`config.mk`:
```
export PLATFORM = sky130hd
export DESIGN_NAME = two_class_priority_queue_core
export DESIGN_NICKNAME = d
export VERILOG_FILES = /design/src/rtl/tcpq_pkg.sv /design/src/rtl/tcpq_ctrl.sv /design/src/rtl/tcpq_dp.sv /design/src/rtl/two_class_priority_queue_core.sv
export SDC_FILE = /design/constraint.sdc
export NUM_CORES = 2
export LEC_CHECK = 0
export BUFFER_PORTS_ARGS = -buffer_cell sky130_fd_sc_hd__buf_2
export CORE_MARGIN = 1
export CORE_UTILIZATION = 45
export DETAILED_ROUTE_END_ITERATION = 7
export SLEW_MARGIN = 0
export SYNTH_ARGS = -nofsm -noshare
export SYNTH_HDL_FRONTEND = slang
export SYNTH_HIERARCHICAL = 1
export SYNTH_SLANG_ARGS = --single-unit
```
`constraint.sdc`:
```
create_clock -name clock -period 5.1 [get_ports clock]
set_input_delay 1.02 -clock clock [delete_from_list [all_inputs] [get_ports clock]]
set_output_delay 1.02 -clock clock [all_outputs]
set_load 0.03 [all_outputs]
```
`src/rtl/tcpq_pkg.sv`:
```
`timescale 1ns / 1ps

package tcpq_pkg;

   // Command codes carried by the request.
   typedef enum logic [1:0] {
      CMD_INSERT   = 2'd0,
      CMD_SERVE    = 2'd1,
      CMD_WITHDRAW = 2'd2,
      CMD_LOOKUP   = 2'd3
   } cmd_type;

   // Request transaction payload.
   typedef struct packed {
      cmd_type     cmd;
      logic [15:0] item_id;
      logic        preferred;
   } req_type;

   // Response transaction payload.
   typedef struct packed {
      logic        ok;
      logic [15:0] out_id;
      logic        out_preferred;
      logic [6:0]  count;
   } rsp_type;

   // Controller states.
   typedef enum logic [2:0] {
      ST_IDLE,
      ST_SEARCH,
      ST_HEAD_RD,
      ST_HEAD_CAP,
      ST_CLOSE,
      ST_OPEN,
      ST_FINISH
   } state_type;

   // Commands from the controller to the datapath.
   typedef struct packed {
      logic load_req;
      logic search;
      logic head_rd;
      logic head_cap;
      logic start_close;
      logic close;
      logic start_open;
      logic open;
      logic mark_ok;
      logic mark_pref;
      logic finish_load;
   } ctl_type;

   // Status from the datapath to the controller.
   typedef struct packed {
      cmd_type req_cmd;
      cmd_type cur_cmd;
      logic    full;
      logic    empty;
      logic    search_done;
      logic    hit;
      logic    close_done;
      logic    open_done;
      logic    rsp_free;
   } stat_type;

endpackage

```
`src/rtl/tcpq_ctrl.sv`:
```
`timescale 1ns / 1ps

module tcpq_ctrl import tcpq_pkg::*; (
   input  logic     clock,
   input  logic     reset,
   input  logic     req_valid,
   output logic     req_ready,
   input  stat_type stat,
   output ctl_type  ctl
);

   state_type state_ff;
   state_type state_in;

   // State register.
   always_ff @(posedge clock) begin
      if (reset) begin
         state_ff <= ST_IDLE;
      end else begin
         state_ff <= state_in;
      end
   end

   // Next state logic.
   always_comb begin
      state_in = state_ff;
      unique case (state_ff)
         ST_IDLE: begin
            if (req_valid) begin
               unique case (stat.req_cmd)
                  CMD_INSERT:   state_in = stat.full ? ST_FINISH : ST_SEARCH;
                  CMD_SERVE:    state_in = stat.empty ? ST_FINISH : ST_HEAD_RD;
                  CMD_WITHDRAW: state_in = ST_SEARCH;
                  CMD_LOOKUP:   state_in = ST_SEARCH;
                  default:      state_in = ST_FINISH;
               endcase
            end
         end
         ST_SEARCH: begin
            if (stat.search_done) begin
               if (stat.hit && stat.cur_cmd == CMD_WITHDRAW) begin
                  state_in = ST_CLOSE;
               end else if (!stat.hit && stat.cur_cmd == CMD_INSERT) begin
                  state_in = ST_OPEN;
               end else begin
                  state_in = ST_FINISH;
               end
            end
         end
         ST_HEAD_RD:  state_in = ST_HEAD_CAP;
         ST_HEAD_CAP: state_in = ST_CLOSE;
         ST_CLOSE: begin
            if (stat.close_done) begin
               state_in = ST_FINISH;
            end
         end
         ST_OPEN: begin
            if (stat.open_done) begin
               state_in = ST_FINISH;
            end
         end
         ST_FINISH: begin
            if (stat.rsp_free) begin
               state_in = ST_IDLE;
            end
         end
         default: state_in = ST_IDLE;
      endcase
   end

   // Output logic: datapath commands and the request handshake.
   always_comb begin
      ctl       = '0;
      req_ready = 1'b0;
      unique case (state_ff)
         ST_IDLE: begin
            req_ready    = 1'b1;
            ctl.load_req = req_valid;
         end
         ST_SEARCH: begin
            ctl.search = 1'b1;
            if (stat.search_done && stat.hit) begin
               if (stat.cur_cmd == CMD_WITHDRAW) begin
                  ctl.start_close = 1'b1;
                  ctl.mark_ok     = 1'b1;
               end else if (stat.cur_cmd == CMD_LOOKUP) begin
                  ctl.mark_ok   = 1'b1;
                  ctl.mark_pref = 1'b1;
               end
            end else if (stat.search_done && stat.cur_cmd == CMD_INSERT) begin
               ctl.start_open = 1'b1;
            end
         end
         ST_HEAD_RD: ctl.head_rd = 1'b1;
         ST_HEAD_CAP: begin
            ctl.head_cap    = 1'b1;
            ctl.mark_ok     = 1'b1;
            ctl.start_close = 1'b1;
         end
         ST_CLOSE: ctl.close = 1'b1;
         ST_OPEN: begin
            ctl.open    = 1'b1;
            ctl.mark_ok = stat.open_done;
         end
         ST_FINISH: ctl.finish_load = stat.rsp_free;
         default: ctl = '0;
      endcase
   end

endmodule

```
`src/rtl/tcpq_dp.sv`:
```
`timescale 1ns / 1ps

module tcpq_dp import tcpq_pkg::*; #(
   parameter int DEPTH   = 64,
   parameter int ID_BITS = 16
) (
   input  logic     clock,
   input  logic     reset,
   input  req_type  req_data,
   input  logic     rsp_ready,
   output logic     rsp_valid,
   output rsp_type  rsp_data,
   input  ctl_type  ctl,
   output stat_type stat
);

   localparam int ADDR_W = $clog2(DEPTH);
   localparam int CNT_W  = $clog2(DEPTH + 1);

   // Slot memory: class bit above the id, kept in service order.
   logic [ID_BITS:0] slot_mem_ff [DEPTH];
   logic [ID_BITS:0] rdata_ff;

   // Captured request.
   cmd_type              cmd_ff;
   logic [ID_BITS-1:0]   id_ff;
   logic                 pref_req_ff;

   // Queue occupancy.
   logic [CNT_W-1:0]     total_ff, total_in;
   logic [CNT_W-1:0]     pref_cnt_ff, pref_cnt_in;

   // Walk pointer and read pipeline.
   logic [CNT_W-1:0]     idx_ff, idx_in;
   logic                 rd_vld_ff, rd_vld_in;
   logic [ADDR_W-1:0]    rd_idx_ff;

   // Result under construction and the output register.
   logic                 rm_cls_ff;
   logic                 res_ok_ff;
   logic [15:0]          res_id_ff;
   logic                 res_pref_ff;
   logic                 rsp_valid_ff, rsp_valid_in;
   rsp_type              rsp_data_ff;

   logic [ID_BITS+15:0]  req_id_wide;
   logic [ID_BITS-1:0]   req_id;
   logic [ID_BITS+15:0]  out_id_wide;
   logic [CNT_W+6:0]     cnt_wide;
   logic [CNT_W-1:0]     at_pos;
   logic [CNT_W-1:0]     idx_m1;
   logic [CNT_W-1:0]     close_base;
   logic                 match_now;
   logic                 walk_end;
   logic                 open_done;
   logic                 issue;
   logic                 rd_en;
   logic [ADDR_W-1:0]    raddr;
   logic                 wr_en;
   logic [ADDR_W-1:0]    waddr;
   logic [ID_BITS:0]     wdata;

   // Id width adaptation and count truncation.
   assign req_id_wide = {{ID_BITS{1'b0}}, req_data.item_id};
   assign req_id      = req_id_wide[ID_BITS-1:0];
   assign out_id_wide = {16'b0, rdata_ff[ID_BITS-1:0]};
   assign cnt_wide    = {7'b0, total_ff};

   // Insert position: end of the preferred block or end of the queue.
   assign at_pos = pref_req_ff ? pref_cnt_ff : total_ff;
   assign idx_m1 = idx_ff - 1'b1;

   // Walk status.
   assign match_now = ctl.search && rd_vld_ff && (rdata_ff[ID_BITS-1:0] == id_ff);
   assign walk_end  = !rd_vld_ff && (idx_ff >= total_ff);
   assign open_done = !rd_vld_ff && (idx_ff <= at_pos);

   // Read issue for the search, close and open walks.
   always_comb begin
      issue = 1'b0;
      priority if (ctl.search) begin
         issue = (idx_ff < total_ff) && !match_now;
      end else if (ctl.close) begin
         issue = idx_ff < total_ff;
      end else if (ctl.open) begin
         issue = idx_ff > at_pos;
      end else begin
         issue = 1'b0;
      end
   end

   assign rd_en = issue || ctl.head_rd;

   always_comb begin
      if (ctl.open) begin
         raddr = idx_m1[ADDR_W-1:0];
      end else if (ctl.head_rd) begin
         raddr = '0;
      end else begin
         raddr = idx_ff[ADDR_W-1:0];
      end
   end

   // Write port: shift writes, or the new entry when the gap is open.
   always_comb begin
      wr_en = 1'b0;
      waddr = '0;
      wdata = rdata_ff;
      if (ctl.close && rd_vld_ff) begin
         wr_en = 1'b1;
         waddr = rd_idx_ff - 1'b1;
      end else if (ctl.open && rd_vld_ff) begin
         wr_en = 1'b1;
         waddr = rd_idx_ff + 1'b1;
      end else if (ctl.open && open_done) begin
         wr_en = 1'b1;
         waddr = at_pos[ADDR_W-1:0];
         wdata = {pref_req_ff, id_ff};
      end
   end

   // Slot memory with registered read data.
   always_ff @(posedge clock) begin
      if (wr_en) begin
         slot_mem_ff[waddr] <= wdata;
      end
   end

   always_ff @(posedge clock) begin
      if (rd_en) begin
         rdata_ff <= slot_mem_ff[raddr];
      end
   end

   // Walk pointer: reset on a new transaction, reloaded for each walk.
   assign close_base = ctl.head_cap ? '0 : CNT_W'(rd_idx_ff);

   always_comb begin
      idx_in = idx_ff;
      priority if (ctl.load_req) begin
         idx_in = '0;
      end else if (ctl.start_close) begin
         idx_in = close_base + 1'b1;
      end else if (ctl.start_open) begin
         idx_in = total_ff;
      end else if (issue) begin
         idx_in = ctl.open ? idx_m1 : idx_ff + 1'b1;
      end else begin
         idx_in = idx_ff;
      end
   end

   assign rd_vld_in = issue;

   always_ff @(posedge clock) begin
      if (reset) begin
         rd_vld_ff <= 1'b0;
      end else begin
         rd_vld_ff <= rd_vld_in;
      end
   end

   always_ff @(posedge clock) begin
      idx_ff <= idx_in;
      if (issue) begin
         rd_idx_ff <= raddr;
      end
   end

   // Occupancy counts change when a gap is filled or closed.
   always_comb begin
      total_in    = total_ff;
      pref_cnt_in = pref_cnt_ff;
      if (ctl.open && open_done) begin
         total_in    = total_ff + 1'b1;
         pref_cnt_in = pref_cnt_ff + CNT_W'(pref_req_ff);
      end else if (ctl.close && walk_end) begin
         total_in    = total_ff - 1'b1;
         pref_cnt_in = pref_cnt_ff - CNT_W'(rm_cls_ff);
      end
   end

   always_ff @(posedge clock) begin
      if (reset) begin
         total_ff    <= '0;
         pref_cnt_ff <= '0;
      end else begin
         total_ff    <= total_in;
         pref_cnt_ff <= pref_cnt_in;
      end
   end

   // Request capture and result fields.
   always_ff @(posedge clock) begin
      if (ctl.load_req) begin
         cmd_ff      <= req_data.cmd;
         id_ff       <= req_id;
         pref_req_ff <= req_data.preferred;
         res_ok_ff   <= 1'b0;
         res_id_ff   <= '0;
         res_pref_ff <= 1'b0;
      end
      if (match_now) begin
         rm_cls_ff <= rdata_ff[ID_BITS];
      end
      if (ctl.head_cap) begin
         rm_cls_ff   <= rdata_ff[ID_BITS];
         res_id_ff   <= out_id_wide[15:0];
         res_pref_ff <= rdata_ff[ID_BITS];
      end
      if (ctl.mark_pref) begin
         res_pref_ff <= rdata_ff[ID_BITS];
      end
      if (ctl.mark_ok) begin
         res_ok_ff <= 1'b1;
      end
   end

   // Output register; it holds until the transaction is taken.
   always_comb begin
      rsp_valid_in = rsp_valid_ff;
      if (ctl.finish_load) begin
         rsp_valid_in = 1'b1;
      end else if (rsp_ready) begin
         rsp_valid_in = 1'b0;
      end
   end

   always_ff @(posedge clock) begin
      if (reset) begin
         rsp_valid_ff <= 1'b0;
      end else begin
         rsp_valid_ff <= rsp_valid_in;
      end
   end

   always_ff @(posedge clock) begin
      if (ctl.finish_load) begin
         rsp_data_ff.ok            <= res_ok_ff;
         rsp_data_ff.out_id        <= res_id_ff;
         rsp_data_ff.out_preferred <= res_pref_ff;
         rsp_data_ff.count         <= cnt_wide[6:0];
      end
   end

   assign rsp_valid = rsp_valid_ff;
   assign rsp_data  = rsp_data_ff;

   // Status toward the controller.
   always_comb begin
      stat             = '0;
      stat.req_cmd     = req_data.cmd;
      stat.cur_cmd     = cmd_ff;
      stat.full        = total_ff >= CNT_W'(DEPTH);
      stat.empty       = total_ff == '0;
      stat.search_done = ctl.search && (match_now || walk_end);
      stat.hit         = match_now;
      stat.close_done  = walk_end;
      stat.open_done   = open_done;
      stat.rsp_free    = !rsp_valid_ff || rsp_ready;
   end

endmodule

```
`src/rtl/two_class_priority_queue_core.sv`:
```
// One transaction at a time: a new request is taken only after the previous transaction has
// finished and its response has been loaded into a free output register. Each walk over the
// stored slots (search, closing or opening a gap) moves one slot per cycle through the slot
// memory. Reset is synchronous and empties the queue at once; the slot memory is not cleared.
`timescale 1ns / 1ps

module two_class_priority_queue_core import tcpq_pkg::*; #(
   parameter int DEPTH   = 64,
   parameter int ID_BITS = 16
) (
   input  logic    clock,
   input  logic    reset,
   input  logic    req_valid,
   output logic    req_ready,
   input  req_type req_data,
   output logic    rsp_valid,
   input  logic    rsp_ready,
   output rsp_type rsp_data
);

   ctl_type  ctl;
   stat_type stat;

   // Sequencer.
   tcpq_ctrl u_ctrl (
      .clock     (clock),
      .reset     (reset),
      .req_valid (req_valid),
      .req_ready (req_ready),
      .stat      (stat),
      .ctl       (ctl)
   );

   // Slot memory, counters and the output register.
   tcpq_dp #(
      .DEPTH   (DEPTH),
      .ID_BITS (ID_BITS)
   ) u_dp (
      .clock     (clock),
      .reset     (reset),
      .req_data  (req_data),
      .rsp_ready (rsp_ready),
      .rsp_valid (rsp_valid),
      .rsp_data  (rsp_data),
      .ctl       (ctl),
      .stat      (stat)
   );

endmodule
```
# --- Yosys cells after proc, flatten, opt, wreduce, memory -nomap -nowiden ---
# Memories as Yosys holds them, arrays and structs flattened. A register that Yosys moved wholly into a read port is not among the register bits.
# Cells that the tools add are included.
op_classes:
  n_addsub: 9
  n_lt_le_gt_ge: 5
  n_eq_ne: 17
  muxes: 66
  n_reduce_logical: 32
op_table:
  columns: ["cell", "count"]
  rows:
  - ["7-bit 2-to-1 mux", 9]
  - ["17-bit 2-to-1 mux", 3]
  - ["6-bit 2-to-1 mux", 6]
  - ["16-bit 2-to-1 mux", 2]
  - ["1-bit 2-to-1 mux", 31]
  - ["3-bit 2-to-1 mux", 8]
  - ["7-bit by 1-bit adder with 7-bit output, second input constant", 3]
  - ["3-bit one-hot mux with 7 select lines", 1]
  - ["16-bit equality test", 1]
  - ["1-bit logical AND", 14]
  - ["7-bit by 1-bit subtractor with 7-bit output, second input constant", 2]
  - ["3-bit equality test, second input constant", 3]
  - ["3-bit one-hot mux with 3 select lines", 1]
  - ["2-bit equality test, second input constant", 4]
  - ["2-bit by 1-bit != test with 1-bit output, second input constant", 4]
  - ["2-bit nonzero test", 4]
  - ["7-bit by 1-bit adder with 7-bit output", 1]
  - ["7-bit >= comparator", 1]
  - ["7-bit >= comparator, second input constant", 1]
  - ["7-bit greater-than comparator", 1]
  - ["7-bit <= comparator", 1]
  - ["7-bit logical NOT", 1]
  - ["7-bit less-than comparator", 1]
  - ["7-bit by 1-bit subtractor with 7-bit output", 1]
  - ["other kinds (16)", 25]
word_totals:
  register_bits: 95
  mem_bits_rw: 1088
  output_inout_bits: 27
  elab_cells: 148
  mem_count: 1
memory_table:
  columns: ["name", "words", "word_bits", "rd", "rd_clocked_by_memory_dff", "write_ports", "line_no", "rtl"]
  rows:
  - ["u_dp.slot_mem_ff", 64, 17, 1, 1, 1, "tcpq_dp.sv:21", "logic [ID_BITS:0] slot_mem_ff [DEPTH];"]

# --- Logic depth before layout (Yosys ltp) ---
logic_depth:
  word_depth: 12
  mapped_depth: 20

# --- Cells and area by module ---
# Netlist, hierarchy kept.
modules_own_cells:
  columns: ["mod", "instances", "cells_each", "area_each_um2", "seq_area_each_um2"]
  rows:
  - ["tcpq_dp", 1, 3401, 48421.4, 35704.2]
  - ["tcpq_ctrl", 1, 51, 371.6, 60.1]

# --- Least setup slack after synthesis ---
# OpenSTA, ideal clock, no wires.
synth_timing:
  kind: "reg2reg"
  start: "register u_dp.pref_req_ff"
  end: "memory u_dp/slot_mem_ff[23][0] in the netlist's numbering, enable pin"
  setup_time_ps: 412
  arrival_ps: 3947
  slack_ps: 740
  path_stages_with_launch: 12
  path_buffers: 2
  synth_period_minus_slack_ps: 4360
  path_cell_list: "edfxtp_1 -> clkbuf_1 -> mux2i_1 -> ha_1 -> nor2b_1 -> o21ai_0 -> a21oi_1 -> o21ai_1 -> a32oi_1 -> or2_2 -> clkbuf_1 -> nor3_1"
synth_between:
  elab_chain_len: 9
synth_lines:
  columns: ["element", "line_no", "rtl"]
  rows:
  - ["from (decl)", "tcpq_dp.sv:27", "logic pref_req_ff;"]
  - ["from (signal assigned)", "tcpq_dp.sv:198", "pref_req_ff <= req_data.preferred;"]
  - ["7-bit 2-to-1 mux (*)", "tcpq_dp.sv:70", "assign at_pos = pref_req_ff ? pref_cnt_ff : total_ff;"]
  - ["7-bit <= comparator", "tcpq_dp.sv:76", "assign open_done = !rd_vld_ff && (idx_ff <= at_pos);"]
  - ["1-bit logical AND", "tcpq_dp.sv:76", null]
  - ["1-bit logical AND", "tcpq_dp.sv:115", "end else if (ctl.open && open_done) begin"]
  - ["1-bit 2-to-1 mux", "tcpq_dp.sv:115", null]
  - ["1-bit 2-to-1 mux", "tcpq_dp.sv:112", "end else if (ctl.open && rd_vld_ff) begin"]
  - ["1-bit 2-to-1 mux", "tcpq_dp.sv:109", "if (ctl.close && rd_vld_ff) begin"]
  - ["1-bit 2-to-1 mux", "tcpq_dp.sv:124", "if (wr_en) begin"]
  - ["1-bit 2-to-1 mux (not written as such)", "tcpq_dp.sv:125", "slot_mem_ff[waddr] <= wdata;"]
  - ["to (decl)", "tcpq_dp.sv:21", null]
# Every way passes the cells marked *; elsewhere a longest branch is shown, timed or not.

==> qor.csv <==
stage;metric;value;unit
floorplan;fp.dieH;331;µm
clocking;h-tree-depth;3;
timing;whs;0.418;ns
routing;wl;135;mm
cells_and_area;syn_to_final_growth;13.3;%
pwr;leakage;18.5;nW
timing;fin_crit;4.72;ns
clocking;ctsResizeCount;0;
hold_path;whs_path_depth;0;
hold_path;holdPathEnd;u_dp/rsp_data[14]$_DFFE_PP_;
cells_and_area;post-route-util;51.5;%
timing;worst_pin_slew;1.25;ns
floorplan;fp.coreArea;107000;µm²
global_route;grt_pass1_vias;28100;
global_route;grt_usage;24.3;%
global_route;grt_first_pass_wirelength;196;mm
timing;drv_slew;0;
pwr;powerDensity;576;nW/µm²
worst_setup_path;crit_path_end_kind;flop;
synth;yosysTopAreaCell;edfxtp_1;
worst_setup_path;startpoint_type;flop;
floorplan;start_util;45.5;%
clocking;cts_tree;built;
global_route;grtUsageMet1;34.6;%
placement;dp_cells;4849;
routing;wl_per_cell;26.6;µm
clocking;root_buffer;clkbuf_16;
synth;async_flop_share;0;%
synth;synthFlopType;edfxtp_1;
synth;synthCells;3452;
clocking;cts_max_path_buffers;3;
clocking;cts_made_buffers;117;
timing;max_freq;212;MHz
worst_setup_path;critical_path.max_fanout;116;
clocking;clkSinkCount;1200;
global_route;antenna_found_initial;4;
timing;clock_skew;0.0423;ns
timing;tns;0;ns
synth;synth.top_cells.by_area;edfxtp_1 72%, nand2_1 6.1%, mux4_2 3.3%;
timing;hold_violations;0;
synth;netlist_area;48800;µm²
clocking;clkSlewWorstSetupHoldPaths;0.07;ns
clocking;hold_buffers;0;
synth;avgSynthCellArea;14.1;µm²
worst_setup_path;crit_arrival;5.34;ns
synth;synth_common_cells;1173 x edfxtp_1, 790 x nand2_1, 302 x nand3_1;
timing;setup_viol;0;
routing;num_vias;30000;
timing;slew_headroom;16.8;%
synth;synth_edf_count;1173;
routing;ant_nets;0;
synth;synth_seq_cells;1200;
global_route;grt-busiest-layer;met2;
worst_setup_path;worstPathRequired;5.71;ns
synth;synth_warnings;6;
run;max_cap_viol_count;0;
routing;drt_iter0_markers;3638;
cells_and_area;fin_cells;5060;
routing;vias_per_cell;5.93;
clocking;cts_setup_buffers;0;
floorplan;pin_count;50;
synth;synth_top_area_share;72.2;%
timing;fin_crit_sh;92.6;%
floorplan;fp.dieArea;110000;µm²
clocking;clock_latency;0.74;ns
synth;synth.distinct_cells;75;
timing;layout_setup_ws;0.375;ns
synth;synth_most_common_cell;edfxtp_1;
hold_path;hp-start;u_dp/res_id_ff[6]$_SDFFCE_PN0P_;
synth;syn_nets;3502;
timing;rsz0062_at_grt;false;
floorplan;rows;120;
global_route;met2_usage;36.8;%
routing;post-route-drc-count;0;
worst_setup_path;r2r_slack;0.38;ns
pwr;peakVddDrop;0.433;mV
global_route;overflow;0;
routing;firstDrtPassIters;5;
worst_setup_path;rr_worst_depth;13;
placement;gp_congestion;0.936;
cells_and_area;drive_gt1_share;15.0;%
placement;pre_cts_ws;0.538;ns
worst_setup_path;r2r-start;u_ctrl/state_ff[1]$_SDFFE_PP0P_;
placement;portBuffers;49;
hold_path;hold_path.class;flop to flop;
global_route;globalRouteMet3Util;5.13;%
run_status;status;finished clean;
synth;ys_seq_area_share;73.3;%
worst_setup_path;critical_path_class;flop to flop;
cells_and_area;num_antenna_cells;0;
global_route;grt_max_degree;146;
floorplan;die_w;331;µm
cells_and_area;nNetsFinal;3615;
worst_setup_path;r2r_end;u_dp/rdata_ff[8]$_DFFE_PP_;
placement;dp_hpwl;82.6;mm
cell usage in the layout, fill, tap and decap left out, types with 26 or more instances in the layout:
cell type / count
a21oi_1: 94
nand3_1: 302
edfxtp_1: 1173
o21ai_0: 46
nand2_1: 773
clkinv_2: 27
buf_2: 49
mux2i_1: 55
nor3_2: 26
a31oi_1: 62
dfxtp_1: 27
a211oi_1: 26
a22oi_1: 35
buf_4: 151
and3_1: 55
clkbuf_16: 118
mux4_2: 71
ha_1: 26
a32oi_1: 58
nor2_1: 77
a311oi_1: 30
layout make-up:
type | count | area (µm²)
clock buffer | 135 | 3020
clock inverter | 76 | 742
fill | 8870 | 52100
inverter | 28 | 131
multi-input combinational | 1999 | 12100
sequential | 1200 | 35800
tap | 1403 | 1760
timing repair buffer | 219 | 1760
through the flow:
stage / power [mW] / cell area [µm²]
after floorplan: 19.2 / 48800
after global placement: 23.3 / 51500
after detailed placement: 23.4 / 51500
after CTS: 31.9 / 55300
after global routing: 33.0 / 55300
final: 31.8 / 55300
worst max path at each step:
stage / startpoint / endpoint / cells past startpoint
finish: u_ctrl/state_ff[1]$_SDFFE_PP0P_ / u_dp/rdata_ff[8]$_DFFE_PP_ / 13
detailed placement: u_ctrl/state_ff[1]$_SDFFE_PP0P_ / u_dp/rdata_ff[11]$_DFFE_PP_ / 13
CTS: u_ctrl/state_ff[1]$_SDFFE_PP0P_ / u_dp/rdata_ff[11]$_DFFE_PP_ / 13
floorplan: u_dp/pref_req_ff$_DFFE_PP_ / u_dp/slot_mem_ff[23][0]$_DFFE_PP_ / 11
global route: u_ctrl/state_ff[1]$_SDFFE_PP0P_ / u_dp/rdata_ff[8]$_DFFE_PP_ / 13
global placement: u_ctrl/state_ff[1]$_SDFFE_PP0P_ / u_dp/rdata_ff[11]$_DFFE_PP_ / 13
kinds of logic after synthesis:
| group | count (synthesis) | share of synthesized area, % |
|---|---|---|
| AND/OR/NAND/NOR | 1397 | 12.7 |
| buffers and inverters | 253 | 2.37 |
| adder cells (fa/ha/maj) | 27 | 0.708 |
| AO/OA/AOI/OAI | 405 | 5.70 |
| multiplexers | 132 | 4.54 |
| XOR/XNOR | 38 | 0.682 |
| flip-flops | 1200 | 73.3 |
metal layers:
metal	share of wire, %	routed length [µm]
met1	42	56200
met2	45	61300
met3	9.3	12600
met4	3.4	4610
met5	0.017	23
flip-flops by register name (all words and copies together) (netlist names), 2 cells and up:
| signal | flops |
|---|---|
| u_dp/slot_mem_ff | 1088 |
| u_dp/rsp_data | 25 |
| u_dp/rd_idx_ff | 6 |
| u_dp/total_ff | 7 |
| u_dp/cmd_ff | 2 |
| u_dp/id_ff | 16 |
| u_dp/pref_cnt_ff | 7 |
| u_dp/rdata_ff | 17 |
| u_dp/idx_ff | 7 |
| u_ctrl/state_ff | 3 |
| u_dp/res_id_ff | 16 |
power by group:
group	internal, mW	switching [mW]
Sequential	12.9	0.412
Clock	4.83	3.70
Combinational	2.81	7.21
Total	20.5	11.3
critical path, cell delays in order, from the launching register on:
cell	delay, ns
dfxtp_1	0.62
nor2b_1	0.12
and2_1	0.30
buf_4	0.23
or3b_1	0.38
and2_4	0.31
inv_16	0.39
buf_12	0.28
nand2_1	0.07
and3_1	0.17
a311oi_1	0.44
a31oi_1	0.18
o211ai_1	0.63
and4_1	0.29
Power figures use the tool's default switching activity.
